===== src/rtl/core/lgc_pkg.sv =====
// shared types, sizes and the fraction table of the 3d lut color grader
package lgc_pkg;

    localparam int MAX_GRID    = 33;
    localparam int CFG_W       = 6;
    localparam int GRID_W      = $clog2(MAX_GRID + 1);
    localparam int COORD_W     = $clog2(MAX_GRID);
    localparam int RG_W        = $clog2(MAX_GRID * MAX_GRID);
    localparam int STORE_DEPTH = MAX_GRID * MAX_GRID * MAX_GRID;
    localparam int ADDR_W      = $clog2(STORE_DEPTH);
    localparam int POS_W       = 8 + COORD_W;
    localparam int FRAC_W      = 12;
    localparam int ENTRY_W     = 48;

    typedef struct packed {
        logic               mode;
        logic [15:0]        lut_address;
        logic signed [15:0] entry_red;
        logic signed [15:0] entry_green;
        logic signed [15:0] entry_blue;
        logic [7:0]         pix_red;
        logic [7:0]         pix_green;
        logic [7:0]         pix_blue;
        logic [7:0]         pix_alpha;
    } lgc_in_t;

    typedef struct packed {
        logic [7:0] out_red;
        logic [7:0] out_green;
        logic [7:0] out_blue;
        logic [7:0] out_alpha;
    } lgc_out_t;

    typedef logic [FRAC_W-1:0] frac_table_t [256];

    // round(rem * 4096 / 255), half up
    function automatic frac_table_t build_frac_table();
        frac_table_t t;
        for (int i = 0; i < 256; i++) begin
            t[i] = FRAC_W'((i * 4096 + 127) / 255);
        end
        return t;
    endfunction

    localparam frac_table_t FRAC_TABLE = build_frac_table();

endpackage


===== src/rtl/core/lgc_axis.sv =====
// splits one color byte into grid cell, upper neighbor and q0.12 fraction
module lgc_axis import lgc_pkg::*; (
    input  logic               aclk,
    input  logic               en,
    input  logic [7:0]         pix,
    input  logic [COORD_W-1:0] last,
    output logic [COORD_W-1:0] lo_reg,
    output logic [COORD_W-1:0] hi_reg,
    output logic [FRAC_W-1:0]  frac_reg
);

    logic [POS_W-1:0]   pos_reg;
    logic [COORD_W-1:0] last_reg;
    logic [POS_W:0]     q_sum;
    logic [COORD_W:0]   quot;
    logic [POS_W-1:0]   rem_full;
    logic [COORD_W-1:0] lo_next;
    logic [COORD_W-1:0] hi_next;

    always_comb begin
        // pos / 255 as (pos + 1 + pos/256) / 256
        q_sum    = (POS_W+1)'(pos_reg) + (POS_W+1)'(1) + (POS_W+1)'(pos_reg >> 8);
        quot     = q_sum[POS_W:8];
        rem_full = pos_reg - POS_W'((POS_W'(quot) << 8) - POS_W'(quot));
        lo_next  = quot[COORD_W-1:0];
        hi_next  = (lo_next == last_reg) ? last_reg : lo_next + COORD_W'(1);
    end

    always_ff @(posedge aclk) begin
        if (en) begin
            pos_reg  <= POS_W'(pix) * POS_W'(last);
            last_reg <= last;
            lo_reg   <= lo_next;
            hi_reg   <= hi_next;
            frac_reg <= FRAC_TABLE[rem_full[7:0]];
        end
    end

endmodule


===== config.mk =====
export PLATFORM = sky130hd
export DESIGN_NAME = lgc_axis
export DESIGN_NICKNAME = d
export VERILOG_FILES = /design/src/rtl/core/lgc_pkg.sv /design/src/rtl/core/lgc_axis.sv
export SDC_FILE = /design/constraint.sdc
export NUM_CORES = 1
export LEC_CHECK = 0
export BUFFER_PORTS_ARGS = -buffer_cell sky130_fd_sc_hd__buf_2
export CELL_PAD_IN_SITES_DETAIL_PLACEMENT = 0
export CELL_PAD_IN_SITES_GLOBAL_PLACEMENT = 1
export CORE_MARGIN = 3
export CORE_UTILIZATION = 48
export CTS_CLUSTER_DIAMETER = 80
export DETAILED_ROUTE_END_ITERATION = 16
export GPL_ROUTABILITY_DRIVEN = 0
export PLACE_DENSITY = 0.79
export SYNTH_ARGS = -nofsm -noshare
export SYNTH_HDL_FRONTEND = slang
export SYNTH_SLANG_ARGS = --single-unit

===== constraint.sdc =====
create_clock -name aclk -period 4.7 [get_ports aclk]
set_input_delay 0 -clock aclk [delete_from_list [all_inputs] [get_ports aclk]]
set_output_delay 0 -clock aclk [all_outputs]
set_load 0.05 [all_outputs]

== Word-level counts from Yosys, hierarchy flattened ==
Memory sizes are Yosys's and may differ from the RTL's. A register that Yosys moved wholly into a read port is not among the register bits.
Cells that the tools add are included.

* Bitwise gates (word level): 1
* Multiplexer cells: 1
* Shift operators: 0
* Div/mod/pow operators: 0
* Add/sub/neg operators: 5
* Multiply operators: 1
* Equal/unequal tests: 1
* Magnitude comparators: 0
* Reductions and logical operators: 0

{| class="wikitable"
|+ Operators by type and width
! operator !! count
|-
| $add 14x1->15 const B || 1
|-
| $add 15x6->15 || 1
|-
| $mul 8x6->14 || 1
|-
| $not 8->9 || 1
|-
| $sub 1x7->8 const A || 1
|-
| $sub 8x8->8 || 1
|-
| $add 6x1->6 const B || 1
|-
| $eq 6x6->1 || 1
|-
| $mux 6 || 1
|}

* RAM bits: 0
* Bits of input ports: 16
* Flip-flop bits (word level): 32
* Latch bits: 0
* Output and inout bits: 24
* Bits in read-only memories: 3072
* Word-level logic and storage cells: 14
* Memories: 1

{| class="wikitable"
|+ Memory list
! memory !! words !! width !! read ports !! clocked after memory_dff !! write ports !! RTL line !! RTL
|-
| (no name shown) || 256 || 12 || 1 || 1 || 0 || lgc_axis.sv:35 || <nowiki>frac_reg <= FRAC_TABLE[rem_full[7:0]];</nowiki>
|}

== Logic depth before layout (Yosys ltp) ==
Gate-level depths: netlist of the first run.

* Word-level depth: 5
* Mapped depth: 17
* Mapped depth without buffers: 17

== Worst setup path before layout of the first run ==
OpenSTA, ideal clock, no wires.

* Path kind: register to register
* From: reg pos_reg[10]
* To: reg frac_reg[5], data pin
* Arrival: 3710 ps
* Clock period less this slack: 3970 ps
* Slack: 730 ps
* Cell stages (with the launch flop): 17
* Library setup time: 260 ps
* Data required time: 4440 ps
* Buffers on the path: 0
* Cells stage by stage: edfxtp_1 -> ha_1 -> a21oi_1 -> a21o_1 -> a21oi_1 -> nand2b_1 -> inv_2 -> ha_1 -> inv_1 -> fa_1 -> nor2b_1 -> o21a_1 -> or3_1 -> nand3_2 -> a211o_1 -> or4_4 -> mux2_4

* Elaborated cells between the ends (all ways): 5
* Those cells by class: add/sub: 4; bitwise: 1

{| class="wikitable"
|+ RTL lines
! item !! RTL line !! RTL
|-
| start: declaration || lgc_axis.sv:12 || <nowiki>logic [POS_W-1:0] pos_reg;</nowiki>
|-
| start signal: assignment || lgc_axis.sv:31 || <nowiki>pos_reg <= POS_W'(pix) * POS_W'(last);</nowiki>
|-
| $add 15x6->15 || lgc_axis.sv:22 || <nowiki>q_sum = (POS_W+1)'(pos_reg) + (POS_W+1)'(1) + (POS_W+1)'(pos_reg >> 8);</nowiki>
|-
| named net q_sum[8] || lgc_axis.sv:14 || <nowiki>logic [POS_W:0] q_sum;</nowiki>
|-
| $sub 1x7->8 || lgc_axis.sv:24 || <nowiki>rem_full = pos_reg - POS_W'((POS_W'(quot) << 8) - POS_W'(quot));</nowiki>
|-
| $sub 8x8->8 || lgc_axis.sv:24 ||
|-
| $not 8->9 (not written as such) || lgc_axis.sv:35 ||
|-
| end: declaration || lgc_axis.sv:9 || <nowiki>output logic [FRAC_W-1:0] frac_reg</nowiki>
|}

The timed path passes the listed nets, and every way through them passes these cells.
A chain may end at the register's enable or synchronous reset.

== Final worst setup path of the first run ==
Ends and elaborated chain as after synthesis.

==> results.cfg, run 1 <==
[detailed_routing]
totalWireLength_um = 7140
drt_iter0_drc = 140
viasPerCell = 5.30
num_vias = 2692
postRouteAntennaNets = 0
top_layer = met4
drc_errors = 0
dr_wl_met3_um = 235
wl_met2_um = 3620
dr.pass1.iters = 4
met1_length_um = 3150
post_drt_wl_per_cell_um = 14.1

[layout]
finalNetCount = 485
diodes = 0
largest_register_ffs = 14
area_growth_pct = 11.4
drive_above_1_share = 0.163
fin_area_um2 = 4300
fillers = 726

[worst_setup_path]
worstSetupPathType = register to register
crit_path_end_kind = register
crit_path_cell_trace = ha_1 > a21oi_1 > a21o_1 > a21oi_1 > nand2b_1 > inv_2 > ha_1 > inv_1 > fa_1 > nor2b_1 > o21a_1 > or3_1 > nand3_2 > a211o_1 > or4_4 > mux2_4
critPathSlowestCell = edfxtp_1
start_kind = register
cpPeakStageDelay_ps = 500
cp_data_arrival_time_ps = 4400
cp_max_fo = 6
cp.required_ps = 4750
regToRegSetupSlack_ps = 350

[job]
drv_cap = 0

[synth]
synth_seq_cells = 44
syn_area_um2 = 3860
yosys.cell_types.count = 55
synth_edf_count = 44
ys_warn_count = 0
ys_seq_area_frac = 0.343
syn_inst = 358
dominantRegCellSynth = edfxtp_1
syn_area_per_cell_um2 = 10.8
syn_nets = 438
synthArstFlopShare = 0

[floorplanning]
die_y_um = 95.6
ios = 40
die_area_um2 = 9150
die_width_um = 95.6
start_util = 0.497
core_area_um2 = 7770
fp-row-count = 32

[clocking]
postCtsHoldBufs = 0
insertion_delay_ps = 300
numCtsBuffers = 5
cts_root_buf = clkbuf_8
numClockSinks = 44
clk_path_buf_depth = 2
cts_tree = built
cts.clk_slew.worst_paths_ps = 80
cts_resized = 0
cts_setup_buffers = 0
cts_max_level = 2

[sta]
fin_crit_sh = 0.925
period_needed_ps = 4350
finalSetupViolCount = 0
setup_tns_ps = 0
hold_violations = 0
maxSlewHeadroom = 0.372
slew_viol_final = 0
fmax_mhz = 230
worst_pin_slew_ps = 942
skew_ps = 6.64
setup_slack_ps = 353
grt_setup_unrepaired = no

[grt]
grt_usage = 0.177
grt_max_degree = 45
grt_pass1_vias = 2744
antenna_found_initial = 0
grt_pass1_wl_um = 12500
grt_overflow_total = 0

[placement]
hpwlAfterDp_um = 5740
dp_worst_setup_slack_ps = 377
dpl_cell_area_um2 = 4190
io_buffers = 39

[power]
leakage_nw = 1.94
ir_worst_vdd_v = 0.000174
powerDensity_nw_per_um2 = 647

[outcome]
outcome = finished clean

[worst_hold_path]
hold_class = primary input to register
-- final cells by class --
cell class	count	area, um^2	share of cell area
clock buffers	5	68.8	0.0160
clock inverters	3	37.5	0.00873
inverters	46	174	0.0405
multi-input cells	267	2360	0.549
flip-flops and latches	44	1320	0.307
well taps	102	128	0.0297
repair buffers	41	210	0.0489
-- per-stage QoR --
step           hold slack (ps)  power [mW]  utilization  cells
6_report                  28.3        2.78        0.553    508
4_1_cts                   24.1        2.81        0.553    508
5_1_grt                   36.2        3.06        0.553    508
2_1_floorplan             98.9        2.17            -    358
3_3_place_gp               333        2.50        0.540    500
3_5_place_dp               335        2.52        0.540    500
-- cell usage after synthesis, drive strengths merged, types with 3 or more instances --
library cell / count / area [um^2]
nor2: 11 / 41.3
ha: 38 / 475
a21oi: 17 / 96.4
xnor2: 12 / 105
nand3: 8 / 45.0
fa: 26 / 521
edfxtp: 44 / 1320
nand2b: 7 / 43.8
a21o: 6 / 45.0
inv: 45 / 169
a211oi: 5 / 47.5
o21ai: 10 / 53.8
and2: 28 / 175
xor2: 7 / 61.3
a31oi: 5 / 31.3
mux2: 5 / 60.1
nor3: 10 / 50.1
nand2: 30 / 113
o21a: 6 / 45.0
xnor3: 3 / 67.6
-- cell families (layout without fill, tap and decap cells) --
logic type	after synthesis	after routing	share of synthesized area
adders and majority gates	64	64	0.258
DFF	44	44	0.343
xor gates and xnor gates	22	22	0.0607
AOI/OAI and AO/OA	67	67	0.124
buffers and inverters	47	95	0.0461
muxes	7	7	0.0208
and+or+nand+nor	107	107	0.148
-- layer usage --
metal  global-route usage  up-vias
li1                     -     1351
met1                0.227     1285
met2                0.310       48
met3               0.0237        8
met4               0.0557        0
met5                    0        -
-- power breakdown --
part | leakage [nW] | internal, mW | switching (mW)
Sequential | 0.430 | 0.673 | 0.0771
Clock | 0.0532 | 0.155 | 0.124
Combinational | 1.45 | 0.657 | 1.10
Total | 1.94 | 1.48 | 1.30
-- final timing paths --
path         cells past startpoint        start           to
min reg2reg                      1  last_reg[0]    hi_reg[0]
max reg2reg                     16  pos_reg[10]  frac_reg[5]
min                              1      last[4]  last_reg[4]
max                             16  pos_reg[10]  frac_reg[5]
-- layout by cell type, fill, tap and decap left out, types with 9 or more instances in the layout --
| master | netlist | layout |
|---|---|---|
| a21oi_1 | 16 | 16 |
| and2_1 | 28 | 28 |
| buf_2 | 0 | 39 |
| edfxtp_1 | 44 | 44 |
| fa_1 | 26 | 26 |
| ha_1 | 38 | 38 |
| inv_1 | 44 | 44 |
| nand2_1 | 30 | 30 |
| nor2_1 | 11 | 11 |
| nor3_1 | 10 | 10 |
| o21ai_0 | 9 | 9 |
| xnor2_1 | 12 | 12 |
-- worst max-delay path: cells and delay by family (launching register included) --
family | cells | cell delay [ps]
compound gates | 5 | 1090
fa+ha+maj | 3 | 930
buf+inv | 2 | 200
flops | 1 | 500
mux | 1 | 310
simple gates | 5 | 1070
Note: power is estimated with default switching activity, not from simulation.
==> run 2: changes to the inputs <==
==> constraint.sdc (replaced) <==
create_clock -name aclk -period 4.95 [get_ports aclk]
set_input_delay 0 -clock aclk [delete_from_list [all_inputs] [get_ports aclk]]
set_output_delay 0 -clock aclk [all_outputs]
set_load 0.05 [all_outputs]
==> run 2 against run 1 <==
Compared with the run above: worst hold slack improved by 11 ps; sequential cell count did not move; register-to-register slack improved by 240 ps; first-iteration DRC count fell by 11%; wire length fell by 3.6%; critical path depth rose by 1; power fell by 5.0%.
==> results.cfg, run 2 (synthesized netlist as in run 1, its figures left out) <==
[floorplanning]
die_width_um = 95.6
ios = 40
fp-row-count = 32
die_area_um2 = 9150
start_util = 0.497
core_area_um2 = 7770
die_y_um = 95.6

[grt]
grt_pass1_vias = 2742
grt_pass1_wl_um = 12300
grt_usage = 0.171
grt_max_degree = 45
antenna_found_initial = 0
grt_overflow_total = 0

[clocking]
insertion_delay_ps = 290
cts_root_buf = clkbuf_8
cts.clk_slew.worst_paths_ps = 80
numClockSinks = 44
postCtsHoldBufs = 0
cts_tree = built
clk_path_buf_depth = 2
numCtsBuffers = 5
cts_max_level = 2
cts_setup_buffers = 0
cts_resized = 0

[worst_setup_path]
worstSetupPathType = register to register
crit_family = compound AO/OA/AOI/OAI gates
cpPeakStageDelay_ps = 560
crit_path_cell_trace = ha_1 > a21oi_1 > a21o_1 > a21oi_1 > nand2b_1 > inv_2 > ha_1 > inv_1 > fa_1 > nor2b_1 > o21a_1 > o21ai_2 > a21oi_1 > nor3_1 > buf_4 > or4_4 > mux2_4
crit_path_end_kind = register
cp_common_cell = a21oi_1
cp_max_fo = 7
critical_path_buf_inv_count = 3
critPathSlowestCell = or4_4
cp_data_arrival_time_ps = 4410
cp.required_ps = 5000
start_kind = register

[sta]
finalSetupViolCount = 0
slew_viol_final = 0
grt_setup_unrepaired = no
setup_tns_ps = 0
period_needed_ps = 4360
fmax_mhz = 229
worst_pin_slew_ps = 948
maxSlewHeadroom = 0.368
hold_violations = 0
skew_ps = 6.28
fin_crit_sh = 0.881

[power]
swShare = 0.466
leakage_nw = 1.93
p_total_mw = 2.64
share_seq_of_total_power = 0.272
intPower_mw = 1.41
pwr-share-comb = 0.627
ir_worst_vdd_v = 0.000191
powerDensity_nw_per_um2 = 615
p_sw_mw = 1.23
power.share.clock = 0.101

[layout]
finalNetCount = 484
area_growth_pct = 11.4
fillers = 734
fin_area_um2 = 4300
largest_register_ffs = 14
utilization = 0.553
diodes = 0
drive_above_1_share = 0.165
mostFrequentLayoutCells = inv_1 (44), edfxtp_1 (44), buf_2 (39), ha_1 (38), nand2_1 (30)

[detailed_routing]
totalWireLength_um = 6880
drc_errors = 0
viasPerCell = 5.33
drt_iter0_drc = 124
dr.pass1.iters = 4
postRouteAntennaNets = 0
num_vias = 2702
post_drt_wl_per_cell_um = 13.6

[placement]
io_buffers = 39
hpwlAfterDp_um = 5650
dpl_cell_area_um2 = 4180

[job]
drv_cap = 0

[outcome]
outcome = finished clean

[worst_hold_path]
hold_class = primary input to register
[run 2: changes by cell type in the layout (fill, tap and decap cells not counted), sizes merged]
cell	change
buf	-1
clkinv	-1
clkinvlp	+1
[run 2: area by class of cell]
class                           count  area (um^2)  area share
Multi-Input combinational cell    267         2360       0.549
Sequential cell                    44         1320       0.308
Timing Repair Buffer               40          203      0.0472
Inverter                           46          174      0.0405
Tap cell                          102          128      0.0297
Clock buffer                        5         68.8      0.0160
Clock inverter                      3         42.5     0.00990
[run 2: worst paths after layout]
path	start	to	slack (ps)	cells past startpoint
worst max register to register	pos_reg[10]	frac_reg[5]	590	17
worst max-delay path	pos_reg[10]	frac_reg[5]	590	17
worst min-delay path	last[4]	last_reg[4]	40	1
worst min register to register	last_reg[0]	hi_reg[0]	620	1
[run 2: power by group through the flow]
| stage | logic [mW] | clock network [mW] | registers (mW) |
|---|---|---|---|
| after floorplan | 1.03 | 0 | 1.03 |
| after global placement | 1.64 | 0 | 0.724 |
| after detailed placement | 1.66 | 0 | 0.727 |
| after CTS | 1.67 | 0.275 | 0.719 |
| after global routing | 1.87 | 0.290 | 0.739 |
| final | 1.66 | 0.266 | 0.718 |
[run 2: layer usage]
| metal | global-route usage | wire (um) | up-vias |
|---|---|---|---|
| met4 | 0.0521 | 121 | 0 |
| met1 | 0.215 | 3050 | 1290 |
| met2 | 0.310 | 3490 | 54 |
| li1 | - | - | 1350 |
| met5 | 0 | 0 | - |
| met3 | 0.0142 | 225 | 8 |
[run 2: worst register-to-register path, cell delays in order (launching register included)]
cell and delay [ps]:
edfxtp_1 510, ha_1 350, a21oi_1 270, a21o_1 210, a21oi_1 120, nand2b_1 220
inv_2 150, ha_1 190, inv_1 50, fa_1 390, nor2b_1 130, o21a_1 140
o21ai_2 80, a21oi_1 210, nor3_1 90, buf_4 160, or4_4 560, mux2_4 310
[run 2: metrics by stage]
step                      worst slack, ps  hold slack, ps  instances
final                                 588            39.1        507
after global routing                  359            38.0        507
after CTS                             587            33.3        507
after detailed placement              626             338        499
after global placement                705             333        499
after floorplan                       980            98.9        358
==> run 3: changes to the inputs <==
==> constraint.sdc (replaced) <==
create_clock -name aclk -period 4.95 [get_ports aclk]
set_input_delay 0.495 -clock aclk [delete_from_list [all_inputs] [get_ports aclk]]
set_output_delay 0.495 -clock aclk [all_outputs]
set_load 0.05 [all_outputs]
==> run 3 against run 2 <==
Compared with the run above: setup slack improved by 3.9 ps; final cell count increased by 0.20%; critical path type unchanged; largest power group unchanged; die area is the same; non-clock buffer count increased by 1; wire length grew 2.2%; sequential share of layout area about the same; clock-buffer cell count is the same; first-iteration DRC count decreased by 56%; highest routed layer unchanged; fmax is essentially flat.
==> results.cfg, run 3 (synthesized netlist as in run 1, its figures left out) <==
[outcome]
outcome = finished clean

[grt]
grt_max_degree = 45
grt_usage = 0.174
grt_overflow_total = 0
grt_pass1_vias = 2739
grt_pass1_wl_um = 12400
antenna_found_initial = 0

[sta]
worst_pin_slew_ps = 932
grt_setup_unrepaired = no
skew_ps = 6.15
maxSlewHeadroom = 0.379
fmax_mhz = 229
finalSetupViolCount = 0
setup_tns_ps = 0
period_needed_ps = 4360
hold_violations = 0
fin_crit_sh = 0.880
slew_viol_final = 0

[worst_hold_path]
min-delay-start = last[1]
hold_end = last_reg[1]
hold_class = primary input to register
hold_depth = 1

[clocking]
cts_tree = built
numCtsBuffers = 5
clk_path_buf_depth = 2
cts.clk_slew.worst_paths_ps = 80
cts_resized = 0
cts_max_level = 2
insertion_delay_ps = 290
postCtsHoldBufs = 0
cts_setup_buffers = 0
numClockSinks = 44
cts_root_buf = clkbuf_8

[worst_setup_path]
reg2reg_from = pos_reg[13]
cp_data_arrival_time_ps = 4410
regToRegSetupSlack_ps = 590
cp.required_ps = 5000
cp_max_fo = 7
crit_path_end_kind = register
timing.rr.end = frac_reg[5]
worstSetupPathType = register to register
start_kind = register
reg2reg_depth = 14

[floorplanning]
die_width_um = 95.6
core_area_um2 = 7770
fp-row-count = 32
start_util = 0.497
die_y_um = 95.6
ios = 40
die_area_um2 = 9150

[detailed_routing]
drc_errors = 0
met1_length_um = 3000
viasPerCell = 5.36
drt_iter0_drc = 55
dr_wl_met3_um = 298
top_layer = met4
postRouteAntennaNets = 0
post_drt_wl_per_cell_um = 13.9
dr.pass1.iters = 4
totalWireLength_um = 7040
num_vias = 2724
wl_met2_um = 3560

[layout]
diodes = 0
fillers = 711
multi_input_area_um2 = 2360
regArea_um2 = 1320
area_growth_pct = 11.4
largest_register_ffs = 14
drive_above_1_share = 0.163
finalNetCount = 485
mostFrequentLayoutCells = inv_1 (44), edfxtp_1 (44), buf_2 (39), ha_1 (38), nand2_1 (30)

[job]
drv_cap = 0

[power]
p_total_mw = 2.66
powerDensity_nw_per_um2 = 618
ir_worst_vdd_v = 0.000168
leakage_nw = 1.94

[placement]
io_buffers = 39
hpwlAfterDp_um = 5800
[run 3: cell count changes in the layout (fill, tap and decap cells not counted), sizes merged]
cell	before	now
clkinv	2	3
buf	40	41
clkinvlp	1	0
[run 3: critical path: stages, from the launching register on]
cell,delay [ps]
edfxtp_1,490
ha_1,400
nand3_1,130
a21o_1,210
a211oi_1,320
xor2_1,350
ha_1,360
nor2b_1,160
o21a_1,180
o21ai_2,180
nor3b_2,230
nor3_1,80
buf_4,160
or4_4,560
mux2_4,310
[run 3: worst max-delay path by stage]
stage / end / slack (ps) / start
4_1_cts: frac_reg[5] / 600 / pos_reg[13]
3_5_place_dp: pos_reg[13] / 440 / last[2]
2_1_floorplan: pos_reg[13] / 970 / last[2]
6_report: frac_reg[5] / 590 / pos_reg[13]
5_1_grt: frac_reg[5] / 300 / pos_reg[10]
3_3_place_gp: pos_reg[13] / 530 / last[2]
[run 3: area by class of cell]
cell class                      instances  share of cell area
Tap cell                              102              0.0297
Inverter                               46              0.0405
Clock buffer                            5              0.0160
Clock inverter                          3             0.00873
Multi-Input combinational cell        267               0.549
Timing Repair Buffer                   41              0.0489
Sequential cell                        44               0.307
[run 3: metal layers]
layer / GRT usage / vias up
met5: 0 / -
met4: 0.0675 / 0
met3: 0.0229 / 15
met2: 0.313 / 67
met1: 0.209 / 1284
li1: - / 1358
[run 3: power by group]
group | internal [mW] | switching, mW | total, mW | leakage [nW]
clock network | 0.147 | 0.113 | 0.260 | 0.0532
logic | 0.631 | 1.05 | 1.68 | 1.45
registers | 0.640 | 0.0790 | 0.719 | 0.430
[run 3: per-stage QoR]
stage	cell area (um^2)	worst slack [ps]	util	hold WS, ps	std cells
final	4300	592	0.553	532	508
after global routing	4300	302	0.553	525	508
after CTS	4300	599	0.553	518	508
after detailed placement	4190	444	0.540	608	500
after global placement	4190	527	0.540	618	500
after floorplan	3860	974	-	575	358
